File: src/hw/rtl/pbc_pkg.sv
`default_nettype none
// ----------------------------------------------------------------------------
// pbc_pkg
// Shared types and codes for the pinned buffer cache slot directory.
// ----------------------------------------------------------------------------
package pbc_pkg;

    // command codes
    localparam logic [1:0] CMD_GET   = 2'd0;
    localparam logic [1:0] CMD_PUT   = 2'd1;
    localparam logic [1:0] CMD_CLEAR = 2'd2;

    // result status codes
    localparam logic [2:0] STAT_OK           = 3'd0;
    localparam logic [2:0] STAT_ALL_PINNED   = 3'd1;
    localparam logic [2:0] STAT_PIN_OVERFLOW = 3'd2;
    localparam logic [2:0] STAT_NOT_PINNED   = 3'd3;
    localparam logic [2:0] STAT_BAD_SLOT     = 3'd4;

    localparam int          ACTIVE_W     = 5;
    localparam logic [4:0]  ACTIVE_RESET = 5'd16;

    typedef struct packed {
        logic [1:0]  cmd;
        logic [30:0] block_number;
        logic [3:0]  slot_index;
    } in_t;

    typedef struct packed {
        logic [3:0]  slot;
        logic        hit;
        logic        fill_request;
        logic        writeback_request;
        logic [30:0] device_block;
        logic [2:0]  status;
    } out_t;

    typedef enum logic {
        ST_IDLE,
        ST_EXEC
    } state_t;

    // controller to datapath
    typedef struct packed {
        logic load;  // capture request and lane compare results
        logic exec;  // apply update and write result register
    } ctrl_cmd_t;

endpackage
`default_nettype wire

File: src/hw/rtl/pbc_ctrl.sv
`default_nettype none
// ----------------------------------------------------------------------------
// pbc_ctrl
// Sequencer: accept a request, execute it once the result register is free.
// ----------------------------------------------------------------------------
module pbc_ctrl (
    input  wire logic              aclk,
    input  wire logic              aresetn,
    input  wire logic              s_valid,
    output logic                   s_ready,
    output logic                   m_valid,
    input  wire logic              m_ready,
    output pbc_pkg::ctrl_cmd_t     cmd
);

    pbc_pkg::state_t state_reg, state_next;
    logic            out_valid_reg, out_valid_next;

    always_ff @(posedge aclk) begin
        if (!aresetn) begin
            state_reg     <= pbc_pkg::ST_IDLE;
            out_valid_reg <= 1'b0;
        end else begin
            state_reg     <= state_next;
            out_valid_reg <= out_valid_next;
        end
    end

    always_comb begin
        state_next = state_reg;
        cmd.load   = 1'b0;
        cmd.exec   = 1'b0;
        s_ready    = 1'b0;
        case (state_reg)
            pbc_pkg::ST_IDLE: begin
                s_ready  = 1'b1;
                cmd.load = s_valid;
                if (s_valid) begin
                    state_next = pbc_pkg::ST_EXEC;
                end
            end
            pbc_pkg::ST_EXEC: begin
                // hold until the result register drains
                if (!out_valid_reg || m_ready) begin
                    cmd.exec   = 1'b1;
                    state_next = pbc_pkg::ST_IDLE;
                end
            end
            default: begin
                state_next = pbc_pkg::ST_IDLE;
            end
        endcase

        if (cmd.exec) begin
            out_valid_next = 1'b1;
        end else if (m_ready) begin
            out_valid_next = 1'b0;
        end else begin
            out_valid_next = out_valid_reg;
        end
    end

    assign m_valid = out_valid_reg;

endmodule
`default_nettype wire

File: src/hw/rtl/pbc_datapath.sv
`default_nettype none
// ----------------------------------------------------------------------------
// pbc_datapath
// Slot tags, valid marks, pin counts, clock hand and the result register.
// ----------------------------------------------------------------------------
module pbc_datapath #(
    parameter int NUM_SLOTS = 16,
    parameter int PIN_BITS  = 8
) (
    input  wire logic                         aclk,
    input  wire logic                         aresetn,
    input  wire logic                         cfg_wr_en,
    input  wire logic [pbc_pkg::ACTIVE_W-1:0] cfg_wr_data,
    input  wire pbc_pkg::in_t                 s_payload,
    output pbc_pkg::out_t                     m_payload,
    input  wire pbc_pkg::ctrl_cmd_t           cmd
);

    localparam int SLOT_W = $clog2(NUM_SLOTS);
    localparam int CNT_W  = $clog2(NUM_SLOTS + 1);
    localparam int KW     = (CNT_W > pbc_pkg::ACTIVE_W) ? CNT_W : pbc_pkg::ACTIVE_W;
    localparam logic [PIN_BITS-1:0] PIN_MAX = {PIN_BITS{1'b1}};

    logic [30:0]          slot_block_reg [NUM_SLOTS];
    logic [NUM_SLOTS-1:0] valid_reg;
    logic [PIN_BITS-1:0]  pins_reg [NUM_SLOTS];
    logic [SLOT_W-1:0]    hand_reg;
    logic [pbc_pkg::ACTIVE_W-1:0] active_reg;
    pbc_pkg::in_t         req_reg;
    logic [NUM_SLOTS-1:0] match_reg;
    logic [NUM_SLOTS-1:0] free_reg;
    pbc_pkg::out_t        out_reg;

    function automatic logic [SLOT_W-1:0] first_set(input logic [NUM_SLOTS-1:0] v);
        logic [NUM_SLOTS-1:0] low;
        logic [SLOT_W-1:0]    idx;
        low = v & (~v + 1'b1);
        idx = '0;
        for (int i = 0; i < NUM_SLOTS; i++) begin
            if (low[i]) begin
                idx = idx | SLOT_W'(i);
            end
        end
        return idx;
    endfunction

    // live count: zero acts as one, clamp to the slot count
    logic [KW-1:0] act_ext, live_n;
    always_comb begin
        act_ext = KW'(active_reg);
        if (act_ext == '0) begin
            live_n = KW'(1);
        end else if (act_ext > KW'(NUM_SLOTS)) begin
            live_n = KW'(NUM_SLOTS);
        end else begin
            live_n = act_ext;
        end
    end

    // lane compare, captured with the request
    logic [NUM_SLOTS-1:0] live_lane, match_next, free_next;
    always_comb begin
        for (int i = 0; i < NUM_SLOTS; i++) begin
            live_lane[i]  = KW'(i) < live_n;
            match_next[i] = live_lane[i] && valid_reg[i] &&
                            (slot_block_reg[i] == s_payload.block_number);
            free_next[i]  = live_lane[i] && (pins_reg[i] == '0);
        end
    end

    // execute decisions
    logic [KW-1:0]        hand_inc, start;
    logic [NUM_SLOTS-1:0] free_hi;
    logic [SLOT_W-1:0]    hit_idx, victim_idx, put_idx;
    logic [KW-1:0]        idx_ext;
    pbc_pkg::out_t        out_next;
    logic                 pin_inc, pin_dec, do_fill, do_clear;

    always_comb begin
        hand_inc = KW'(hand_reg) + KW'(1);
        start    = (hand_inc >= live_n) ? '0 : hand_inc;
        for (int i = 0; i < NUM_SLOTS; i++) begin
            free_hi[i] = free_reg[i] && (KW'(i) >= start);
        end
        hit_idx    = first_set(match_reg);
        victim_idx = (|free_hi) ? first_set(free_hi) : first_set(free_reg);
        idx_ext    = KW'(req_reg.slot_index);
        put_idx    = idx_ext[SLOT_W-1:0];

        out_next = '0;
        pin_inc  = 1'b0;
        pin_dec  = 1'b0;
        do_fill  = 1'b0;
        do_clear = 1'b0;
        case (req_reg.cmd)
            pbc_pkg::CMD_GET: begin
                if (|match_reg) begin
                    out_next.slot = 4'(hit_idx);
                    out_next.hit  = 1'b1;
                    if (pins_reg[hit_idx] == PIN_MAX) begin
                        out_next.status = pbc_pkg::STAT_PIN_OVERFLOW;
                    end else begin
                        pin_inc = 1'b1;
                    end
                end else if (|free_reg) begin
                    do_fill                = 1'b1;
                    out_next.slot          = 4'(victim_idx);
                    out_next.fill_request  = 1'b1;
                    out_next.device_block  = req_reg.block_number;
                end else begin
                    out_next.status = pbc_pkg::STAT_ALL_PINNED;
                end
            end
            pbc_pkg::CMD_PUT: begin
                out_next.slot = req_reg.slot_index;
                if (idx_ext >= live_n) begin
                    out_next.status = pbc_pkg::STAT_BAD_SLOT;
                end else if (pins_reg[put_idx] == '0) begin
                    out_next.status = pbc_pkg::STAT_NOT_PINNED;
                end else begin
                    pin_dec                    = 1'b1;
                    out_next.writeback_request = 1'b1;
                    out_next.device_block      = slot_block_reg[put_idx];
                end
            end
            pbc_pkg::CMD_CLEAR: begin
                do_clear = 1'b1;
            end
            default: begin
                out_next = '0;
            end
        endcase
    end

    // control state
    always_ff @(posedge aclk) begin
        if (!aresetn) begin
            valid_reg  <= '0;
            hand_reg   <= '0;
            active_reg <= pbc_pkg::ACTIVE_RESET;
            for (int i = 0; i < NUM_SLOTS; i++) begin
                pins_reg[i] <= '0;
            end
        end else begin
            if (cfg_wr_en) begin
                active_reg <= cfg_wr_data;
            end
            if (cmd.exec) begin
                if (do_clear) begin
                    valid_reg <= '0;
                    for (int i = 0; i < NUM_SLOTS; i++) begin
                        pins_reg[i] <= '0;
                    end
                end
                if (pin_inc) begin
                    pins_reg[hit_idx] <= pins_reg[hit_idx] + PIN_BITS'(1);
                end
                if (pin_dec) begin
                    pins_reg[put_idx] <= pins_reg[put_idx] - PIN_BITS'(1);
                end
                if (do_fill) begin
                    valid_reg[victim_idx] <= 1'b1;
                    pins_reg[victim_idx]  <= PIN_BITS'(1);
                    hand_reg              <= victim_idx;
                end
            end
        end
    end

    // payload registers
    always_ff @(posedge aclk) begin
        if (cmd.load) begin
            req_reg   <= s_payload;
            match_reg <= match_next;
            free_reg  <= free_next;
        end
        if (cmd.exec) begin
            out_reg <= out_next;
            if (do_fill) begin
                slot_block_reg[victim_idx] <= req_reg.block_number;
            end
        end
    end

    assign m_payload = out_reg;

endmodule
`default_nettype wire

File: src/hw/rtl/pinned_buffer_cache_clock_replace.sv
`default_nettype none
// ----------------------------------------------------------------------------
// pinned_buffer_cache_clock_replace
// Buffer slot directory with pin counts and a rotating clock replacement hand.
// Sequence: a request is accepted and loaded in the idle state; in the
//   execute state the result register loads and then offers the result.
// A new request is taken only once the previous one has executed; execute
//   holds while the result register is full.
// Reset: valid marks, pin counts and the clock hand clear at once, active
//   slots returns to 16; block tags are not reset and need no clearing pass.
// ----------------------------------------------------------------------------
module pinned_buffer_cache_clock_replace #(
    parameter int NUM_SLOTS = 16,
    parameter int PIN_BITS  = 8
) (
    input  wire logic                         aclk,
    input  wire logic                         aresetn,
    // configuration: active slot count
    input  wire logic                         cfg_wr_en,
    input  wire logic [pbc_pkg::ACTIVE_W-1:0] cfg_wr_data,
    // request channel
    input  wire logic                         s_valid,
    output logic                              s_ready,
    input  wire pbc_pkg::in_t                 s_payload,
    // result channel
    output logic                              m_valid,
    input  wire logic                         m_ready,
    output pbc_pkg::out_t                     m_payload
);

    // Commands from the sequencer to the datapath. A load captures the
    // request together with the per-slot tag match and unpinned vectors;
    // an execute picks the hit slot or the next unpinned slot past the
    // clock hand, updates the directory and writes the result register.
    pbc_pkg::ctrl_cmd_t ctrl_cmd;

    pbc_ctrl u_ctrl (
        .aclk    (aclk),
        .aresetn (aresetn),
        .s_valid (s_valid),
        .s_ready (s_ready),
        .m_valid (m_valid),
        .m_ready (m_ready),
        .cmd     (ctrl_cmd)
    );

    pbc_datapath #(
        .NUM_SLOTS (NUM_SLOTS),
        .PIN_BITS  (PIN_BITS)
    ) u_datapath (
        .aclk        (aclk),
        .aresetn     (aresetn),
        .cfg_wr_en   (cfg_wr_en),
        .cfg_wr_data (cfg_wr_data),
        .s_payload   (s_payload),
        .m_payload   (m_payload),
        .cmd         (ctrl_cmd)
    );

endmodule
`default_nettype wire

File: config.mk
export PLATFORM = sky130hd
export DESIGN_NAME = pinned_buffer_cache_clock_replace
export DESIGN_NICKNAME = d
export VERILOG_FILES = /design/src/hw/rtl/pbc_pkg.sv /design/src/hw/rtl/pbc_ctrl.sv /design/src/hw/rtl/pbc_datapath.sv /design/src/hw/rtl/pinned_buffer_cache_clock_replace.sv
export SDC_FILE = /design/constraint.sdc
export NUM_CORES = 1
export LEC_CHECK = 0
export BUFFER_PORTS_ARGS = -buffer_cell sky130_fd_sc_hd__buf_2
export CORE_AREA = 2 2 355 357
export CTS_CLUSTER_DIAMETER = 50
export DETAILED_ROUTE_END_ITERATION = 7
export DIE_AREA = 0 0 357 359
export PLACE_DENSITY = 0.52
export SLEW_MARGIN = 15
export SYNTH_ARGS = -nofsm -noshare
export SYNTH_HDL_FRONTEND = slang
export SYNTH_SLANG_ARGS = --single-unit
File: constraint.sdc
create_clock -name aclk -period 6.6 [get_ports aclk]
set_clock_uncertainty 0.15 [all_clocks]
set_input_delay 0.99 -clock aclk [delete_from_list [all_inputs] [get_ports aclk]]
set_output_delay 0.99 -clock aclk [all_outputs]
set_load 0.005 [all_outputs]
### Yosys cells after proc, flatten, opt, wreduce, memory -nomap -nowiden

Memories as Yosys holds them, arrays and structs flattened. A register that Yosys moved wholly into a read port is not among the register bits.
Cells that the tools add are included.

* word-level logic and storage cells: 333
* memory bits (writable): 624
* output and inout port bits: 43
* memories: 2
* bits in registers: 137

* add/sub/neg operators: 6
* reduce and logical (&&, ||, !) cells: 95
* eq/ne operators: 19
* bitwise gates (word level): 25
* mux-type cells: 133
* $lt $le $gt $ge: 37

Memories
* u_datapath.slot_block_reg: depth 16, bits a word 31, read ports 17, clocked after memory_dff 1, write ports 1, line pbc_datapath.sv:24 `logic [30:0] slot_block_reg [NUM_SLOTS];`
* u_datapath.pins_reg: depth 16, bits a word 8, read ports 18, clocked after memory_dff 1, write ports 16, line pbc_datapath.sv:26 `logic [PIN_BITS-1:0] pins_reg [NUM_SLOTS];`

Operator list (number)
* == test 31 bit: 16
* 2-to-1 mux 8 bit: 19
* zero test 8 bit: 17
* 2-to-1 mux 4 bit: 32
* 2-to-1 mux 31 bit: 3
* case mux 34 bit (2 select lines): 1
* logical AND 1 bit: 65
* 2-to-1 mux 16 bit: 4
* adder 16 x 1 -> 16 bit, second input constant: 3
* AND 16 bit: 3
* NOT 16 bit: 3
* OR reduction 16 bit: 3
* 2-to-1 mux 1 bit: 45
* 2-to-1 mux 3 bit: 14
* >= comparator 4 x 5 -> 1 bit, first input constant: 8
* less-than comparator 4 x 5 -> 1 bit, first input constant: 8
* 2-to-1 mux 32 bit: 1
* OR reduction 8 bit: 3
* >= comparator 3 x 5 -> 1 bit, first input constant: 4
* less-than comparator 3 x 5 -> 1 bit, first input constant: 4
* 2-to-1 mux 2 bit: 8
* OR 1 bit: 16
* OR 16 bit: 1
* 2-to-1 mux 5 bit: 3
* other kinds (26): 31

### Logic depth before layout (Yosys ltp)

Gate-level depths: netlist (run 1).

* depth in word-level cells: 32
* mapped depth: 19

### Modules after synthesis

From an unflattened synthesis (run 1), not the netlist that was laid out.

* cell total of the unflattened synthesis: 2695
* area, all modules: 38643.3 um^2

Modules (own cells, without submodules)
* pbc_datapath: cells each 2685, times used 1, area each 38533.2 um^2
* pbc_ctrl: cells each 10, times used 1, area each 110.1 um^2

### Least setup slack after synthesis (run 1)

No wires, ideal clock.

* kind: flip-flop to flip-flop
* start: register u_datapath.hand_reg[0]
* end: memory u_datapath.slot_block_reg[11][0] (enable)
* path slack: 0.530 ns
* setup time: 0.419 ns
* arrival time: 5.501 ns
* required time: 6.031 ns
* stages on the path, launching flop included: 16
* buffers on the path: 2
* period minus slack after synthesis: 6.070 ns
* path through: dfxtp_1 ha_1 buf_1 xor2_1 ha_1 a21o_1 a31oi_2 o21ai_1 o31ai_1 a31oi_1 a2111oi_0 nor4_1 or2_2 clkbuf_1 nand2b_1 nor2_1

* cells in the longest elaborated chain, start to end: 24
* elaborated cells on any way between the ends: 55
* those cells by class: add/sub: 2; order compare: 17; mux: 17; bitwise: 2; reduce/logical: 17

Ends and longest elaborated chain
* start: declaration: line pbc_datapath.sv:27 `logic [SLOT_W-1:0] hand_reg;`
* start signal: assignment: line pbc_datapath.sv:164 `hand_reg <= victim_idx;`
* adder 4 x 1 -> 5 bit *: line pbc_datapath.sv:80 `hand_inc = KW'(hand_reg) + KW'(1);`
* >= comparator 5 bit: line pbc_datapath.sv:81 `start = (hand_inc >= live_n) ? '0 : hand_inc;`
* 2-to-1 mux 5 bit *: line pbc_datapath.sv:81
* >= comparator 1 x 5 -> 1 bit: line pbc_datapath.sv:83 `free_hi[i] = free_reg[i] && (KW'(i) >= start);`
* logical AND 1 bit: line pbc_datapath.sv:83
* NOT 16 bit: line pbc_datapath.sv:37 `low = v & (~v + 1'b1);`
* adder 16 x 1 -> 16 bit: line pbc_datapath.sv:37
* AND 16 bit: line pbc_datapath.sv:37
* 2-to-1 mux 1 bit: line pbc_datapath.sv:40 `if (low[i]) begin`
* 2-to-1 mux 2 bit (2 in a row): line pbc_datapath.sv:40
* 2-to-1 mux 3 bit (4 in a row): line pbc_datapath.sv:40
* 2-to-1 mux 4 bit (8 in a row): line pbc_datapath.sv:40
* 2-to-1 mux 4 bit *: line pbc_datapath.sv:86 `victim_idx = (|free_hi) ? first_set(free_hi) : first_set(free_reg);`
* end: declaration: line pbc_datapath.sv:24

Every way passes the cells marked *; elsewhere a longest branch is shown, timed or not.

### Worst setup path after layout (run 1)

* start: register u_datapath.hand_reg[0]
* end: memory u_datapath.slot_block_reg[1][30] (enable)

The elaborated chain is that of the path after synthesis.

==> results of run 1 <==
-- final cells by class --
class / count / share of cell area
sequential: 765 / 0.5135
multi-input combinational: 1714 / 0.3409
clock buffer: 113 / 0.05511
tap: 1650 / 0.04676
timing repair buffer: 164 / 0.02698
clock inverter: 58 / 0.01405
inverter: 29 / 0.002465
antenna: 3 / 0.0001700
-- power by group --
group          switching [mW]  leakage [nW]  internal [mW]  total (mW)
clock                    2.22          1.48           2.94        5.17
combinational           0.885          5.63          0.497        1.38
sequential              0.185          7.11           5.43        5.61
total                    3.29          14.2           8.87        12.2
-- metal layers --
layer | vias up | global-route usage | wire (um)
li1 | 10580 | - | -
met1 | 13600 | 0.3179 | 61370
met2 | 1643 | 0.3688 | 71120
met3 | 301 | 0.05584 | 15240
met4 | 8 | 0.09960 | 7612
met5 | - | 0 | 38
-- synth_stat cells, types with 31 or more instances --
master and n:
a21oi_1 46, a22o_1 35, clkbuf_1 114, dfxtp_1 31
edfxtp_1 734, mux2i_1 42, mux4_2 193, nand2_1 127
nand3_1 44, nand4_1 61, nor2_1 193, nor3_1 33
nor4_1 125, o21ai_0 44, xnor2_1 175, xor2_1 325
-- critical path: stages (launching register included) --
cell       delay (ns)
dfxtp_1          0.33
ha_1             0.42
xor2_1           0.29
ha_1             0.31
a21o_1           0.17
a31oi_2          0.30
o21ai_1          0.35
o31ai_1          0.57
a31oi_1          0.32
a2111oi_1        0.73
nor4_1           0.20
or2_2            0.42
nand2b_1         0.51
nor2_4           0.19
buf_4            0.47
-- kinds of logic after synthesis --
kind of cell             Yosys count  synth area share
XOR/XNOR                         500            0.1143
flip-flops                       765            0.5913
AND/OR/NAND/NOR                  687           0.09220
AO/OA/AOI/OAI                    269           0.05011
multiplexers                     245            0.1273
adder cells (fa/ha/maj)           13          0.004179
buffers and inverters            193           0.02060
-- final timing paths --
check                                            start                          endpoint  cells past startpoint
worst max-delay path            u_datapath.hand_reg[0]  u_datapath.slot_block_reg[1][30]                     14
worst min-delay path                     s_payload[36]            u_datapath.req_reg[36]                      1
worst max register to register  u_datapath.hand_reg[0]  u_datapath.slot_block_reg[1][30]                     14
worst min register to register          u_ctrl.m_valid                    u_ctrl.m_valid                      2
==> impl_results.md, run 1 <==
- Outcome: finished, final reports clean
- Power Total: 12.16 mW
- Post-Place Cells: about 4300
- Core Area: 124600 um^2
- Row cnt: 130
- RSZ-0062 raised after global routing: false
- Power Density: between 200 and 300 nW/um^2
- Hold buffer count at CTS: 0
- Main flop type after synthesis: edfxtp_1
- DR vias/cell: a little under 6
- First-pass GRT wire length: ~210000 um
- Asr flop ratio synth: 0
- Final worst path period need: a little over 6 ns
- Grt ovf: 0
- Gate Count Post-Synth: about 2700
- Port bufs: 89
- Largest net degree at the start of global routing: between 100 and 150
- Min-delay worst type: primary input to flip-flop
- Sink Count: between 700 and 800
- Area fraction of the dominant cell type after synthesis: 0.5751
- CP max FO: 31
- # IOs: 90
- Final #Nets: approximately 2800
- DRT Pass-1 Iters: 6
- Seq. cell area: 22670 um^2
- HPWL reported at the end of detailed placement: ~110000 um
- Commonest cells after routing, fill and taps aside: edfxtp_1 (734), xor2_1 (325), mux4_2 (193), nor2_1 (176), xnor2_1 (175)
- Via count: 26130
- Fin crit share: 0.9331
- Req. time, crit path: about 6.8 ns
- Root Buffer Master: clkbuf_16
- Yosys warnings: 0
- Die Ht: roughly 360 um
- Max FFs per register: 496
- Die Width: around 360 um
- DRC Markers: 0
- Final Hold Vio Count: 0
- Drt total wl: 155400 um
- Synth cell types: 81
- Top cells by area, synth: edfxtp_1 (58%), mux4_2 (11%), xor2_1 (7.4%)
- Die area: ~130000 um^2
- Dominant cell type by area after synthesis: edfxtp_1
- Initial DRC Count: 3812
- Fin area: between 40000 and 50000 um^2
- Max-slew headroom: 0.1479
- Number of global-route vias before repair: roughly 25000
- Startpoint type of the worst setup path: flip-flop
- Critical Path AT: ~6.3 ns
- Peak supply drop: 0.2136 mV
- Slew of the pin with the lowest slew margin: between 1 and 1.5 ns
- FF+latch count, synth: 765
- Routability cong.: a little over 1
- Placed Area: 41060 um^2
- WHS: 0.2964 ns
- Post-Route Setup TNS: 0 ns
- Fillcell total: approximately 12000
- Syn Nets: between 2000 and 3000
- Worst-path clk slew: approximately 0.06 ns
- Crit path kind: flip-flop to flip-flop
- Pre-CTS setup slack: 0.5619 ns
- Postcts setup bufs: 0
- R2R Setup Slk: approximately 0.44 ns
- Clk_lat worst skew: around 0.73 ns
- Mapped cell area: 38320 um^2
- Post-route ant nets: 0
- Seq/Total Area, Yosys: 0.5913
- Max Cap Viol: 0
- F_max: 162.4 MHz
- Number of synthesized flops with an enable pin: 734
- Initial antenna violation count: 18
- Post-Syn Area per Cell: 14.34 um^2
- CTS tree: built
- Area of the multi-input gates: 15050 um^2
- CP Capture Type: flip-flop
- Initial Utilization: 0.3076
- Slew Limit Fails: 0
- Worst setup margin: 0.4414 ns
- Non-Filler Instances: 4496
- Ratio of cells with drive above 1 in the final layout: 0.2040
- CTS Buffer Depth: 3
- Core Util, Final: 0.3544
- Leak: approximately 14 nW
- Final setup viols: 0
- H-tree levels: 3
- Cells resized by post-CTS repair: 0
- Routed len/inst: approximately 35 um
- CTS Buf Count: 94
- Area Overhead vs Synth: 15.21%
- Most common cell after layout, fill and taps aside: edfxtp_1
- Gr usage total: 0.2376
Note: power is estimated with default switching activity, not from simulation.
==> inputs of run 2 (changes only) <==
--- a/config.mk
+++ b/config.mk
@@ -6,11 +6,11 @@
 export NUM_CORES = 1
 export LEC_CHECK = 0
 export BUFFER_PORTS_ARGS = -buffer_cell sky130_fd_sc_hd__buf_2
-export CORE_AREA = 2 2 355 357
+export CORE_AREA = 2 2 361 363
 export CTS_CLUSTER_DIAMETER = 50
 export DETAILED_ROUTE_END_ITERATION = 7
-export DIE_AREA = 0 0 357 359
-export PLACE_DENSITY = 0.52
+export DIE_AREA = 0 0 363 365
+export PLACE_DENSITY = 0.51
 export SLEW_MARGIN = 15
 export SYNTH_ARGS = -nofsm -noshare
 export SYNTH_HDL_FRONTEND = slang
==> run 2 against run 1 <==
Fmax rose by 4.1%. Total power rose by 5.4%. Cell area up 1.3%. Worst hold slack improved by 0.019 ns. Die area is 3.4% higher. Global-route usage fell by 0.17 points. First-iteration DRC count down 4.7%. Sequential cell count unchanged. Non-clock buffer count up 8. Register-to-register slack better by 0.24 ns. Highest routed layer unchanged. Count of clock-buffer cells in the layout stayed put.
==> impl_results.md, run 2 (same netlist as run 1, synthesis figures left out) <==
- Outcome: finished, final reports clean (unchanged)
- DR vias/cell: 5.771 (was 5.811)
- Fin crit share: 0.8964 (was 0.9331)
- Min-delay worst type: primary input to flip-flop (unchanged)
- CTS Buf Count: 98 (was 94)
- Peak supply drop: 0.1852 mV (was 0.2136 mV)
- CP max FO: 14 (was 31)
- Slowest stage cell, crit path: a2111oi_0 (was a2111oi_1)
- Pre-CTS setup slack: 0.7132 ns (was 0.5619 ns)
- Critical Path AT: 6.14 ns (was 6.30 ns)
- Core Util, Final: 0.3478 (was 0.3544)
- Grt ovf: 0 (unchanged)
- HPWL reported at the end of detailed placement: 116000 um (was 113100 um)
- Commonest cells after routing, fill and taps aside: edfxtp_1 (734), xor2_1 (325), mux4_2 (193), nor2_1 (176), xnor2_1 (175) (unchanged)
- Max FFs per register: 496 (unchanged)
- Worst path buffer plus inverter count: 0 (was 1)
- Number of global-route vias before repair: 25150 (was 24970)
- Final Hold Vio Count: 0 (unchanged)
- First-pass GRT wire length: 214500 um (was 211000 um)
- Leak: 14.46 nW (was 14.22 nW)
- Row cnt: 132 (was 130)
- Post-Route Setup TNS: 0 ns (unchanged)
- Die Width: 363 um (was 357 um)
- Root Buffer Master: clkbuf_16 (unchanged)
- H-tree levels: 3 (unchanged)
- Clk_lat worst skew: 0.73 ns (about the same)
- Final worst path period need: 5.917 ns (was 6.159 ns)
- Final #Nets: 2839 (was 2827)
- RSZ-0062 raised after global routing: false (unchanged)
- Via count: 26190 (was 26130)
- Power Density: 286.5 nW/um^2 (was 275.5 nW/um^2)
- Sink Count: 765 (unchanged)
- Die Ht: 365 um (was 359 um)
- Area Overhead vs Synth: 16.75% (was 15.21%)
- Worst setup margin: 0.6835 ns (was 0.4414 ns)
- Slew of the pin with the lowest slew margin: 1.213 ns (was 1.266 ns)
- CP max stage delay: 0.75 ns (was 0.73 ns)
- WHS Path Cells: 1 (unchanged)
- Core Area: 128700 um^2 (was 124600 um^2)
- Crit path cell chain: ha_1 > xor2_1 > ha_1 > a21o_1 > a31oi_2 > o21ai_1 > o31ai_1 > a31oi_1 > a2111oi_0 > o32ai_1 > a21oi_1 > o311a_1 > nand2_1 > nand2_1 (was ha_1 > xor2_1 > ha_1 > a21o_1 > a31oi_2 > o21ai_1 > o31ai_1 > a31oi_1 > a2111oi_1 > nor4_1 > or2_2 > nand2b_1 > nor2_4 > buf_4)
- Reg2Reg Depth: 14 (unchanged)
- DRC Markers: 0 (unchanged)
- Routability cong.: 0.9999 (was 1.016)
- Max Cap Viol: 0 (unchanged)
- Max-slew headroom: 0.1840 (was 0.1479)
- Gr usage total: 0.2360 (was 0.2376)
- Routed len/inst: 34.90 um (was 34.56 um)
- CTS Buffer Depth: 3 (unchanged)
- CTS tree: built (unchanged)
- Port bufs: 89 (unchanged)
- CP Depth: 14 (unchanged)
- Die area: 132500 um^2 (was 128200 um^2)
- Cells resized by post-CTS repair: 0 (unchanged)
- Initial antenna violation count: 15 (was 18)
- Power Total: 12.82 mW (was 12.16 mW)
- Postcts setup bufs: 0 (unchanged)
- Final setup viols: 0 (unchanged)
- Worst-path clk slew: 0.06 ns (about the same)
- Initial DRC Count: 3634 (was 3812)
- Hold buffer count at CTS: 0 (unchanged)
- Crit path max-delay family: compound AO/OA/AOI/OAI gates (unchanged)
- Drt total wl: 158400 um (was 155400 um)
- F_max: 169.0 MHz (was 162.4 MHz)
- Crit path kind: flip-flop to flip-flop (unchanged)
- Req. time, crit path: 6.83 ns (was 6.75 ns)
- Slew Limit Fails: 0 (unchanged)
- Most common cell after layout, fill and taps aside: edfxtp_1 (unchanged)
- Startpoint type of the worst setup path: flip-flop (unchanged)
- Post-route ant nets: 0 (unchanged)
- # IOs: 90 (unchanged)
- CP Capture Type: flip-flop (unchanged)
- DRT Pass-1 Iters: 6 (unchanged)
- Initial Utilization: 0.2979 (was 0.3076)
- Ratio of cells with drive above 1 in the final layout: 0.2112 (was 0.2040)
- Largest net degree at the start of global routing: 125 (unchanged)
==> run 2: changes by cell type in the layout (fill, tap and decap cells not counted), moves of 2 or more <==
cell	previous run	this run
bufinv_16	7	18
clkbuf_1	18	13
inv_6	9	5
inv_8	3	5
clkbuf_16	94	100
clkinv_2	14	10
clkinvlp_4	4	10
buf_4	61	65
buf_12	13	18
==> run 2: area by class of cell <==
class,instances,area (um^2)
Inverter,29,108.9
Tap cell,1675,2096
Sequential cell,765,22670
Multi-Input combinational cell,1714,15060
Timing Repair Buffer,172,1294
Fill cell,12410,83920
Clock inverter,67,950.9
Antenna cell,3,7.507
Clock buffer,113,2551
==> run 2: layer usage <==
metal / GRT usage / wire [um]
met2: 0.3683 / 71530
met3: 0.05381 / 14910
met1: 0.3150 / 63910
met5: 0 / 62
met4: 0.1012 / 7954
==> run 2: path summary, 6_finish.rpt <==
check                           from                        end  slack (ns)
min reg2reg  u_datapath.valid_reg[2]    u_datapath.valid_reg[2]        0.34
max reg2reg   u_datapath.hand_reg[0]  u_datapath.pins_reg[6][6]        0.68
min                    s_payload[36]     u_datapath.req_reg[36]        0.32
max           u_datapath.hand_reg[0]  u_datapath.pins_reg[6][6]        0.68
==> run 2: stage by stage <==
stage	hold slack [ns]	cells	area, um^2
3_5_place_dp	0.3212	4354	41210
2_1_floorplan	0.2747	2672	38320
6_report	0.3158	4538	44740
4_1_cts	0.2728	4534	44720
3_3_place_gp	0.3187	4354	41210
5_1_grt	0.2934	4535	44740
==> run 2: where the power goes <==
part,total [mW],internal [mW],switching [mW]
logic,1.40,0.502,0.895
registers,5.62,5.43,0.190
clock network,5.80,3.52,2.29
total,12.8,9.45,3.37
==> run 2: worst reg2reg max path: stages (launching register included) <==
cell,delay [ns]
dfxtp_1,0.33
ha_1,0.43
xor2_1,0.32
ha_1,0.32
a21o_1,0.17
a31oi_2,0.30
o21ai_1,0.31
o31ai_1,0.54
a31oi_1,0.33
a2111oi_0,0.76
o32ai_1,0.37
a21oi_1,0.31
o311a_1,0.34
nand2_1,0.26
nand2_1,0.37
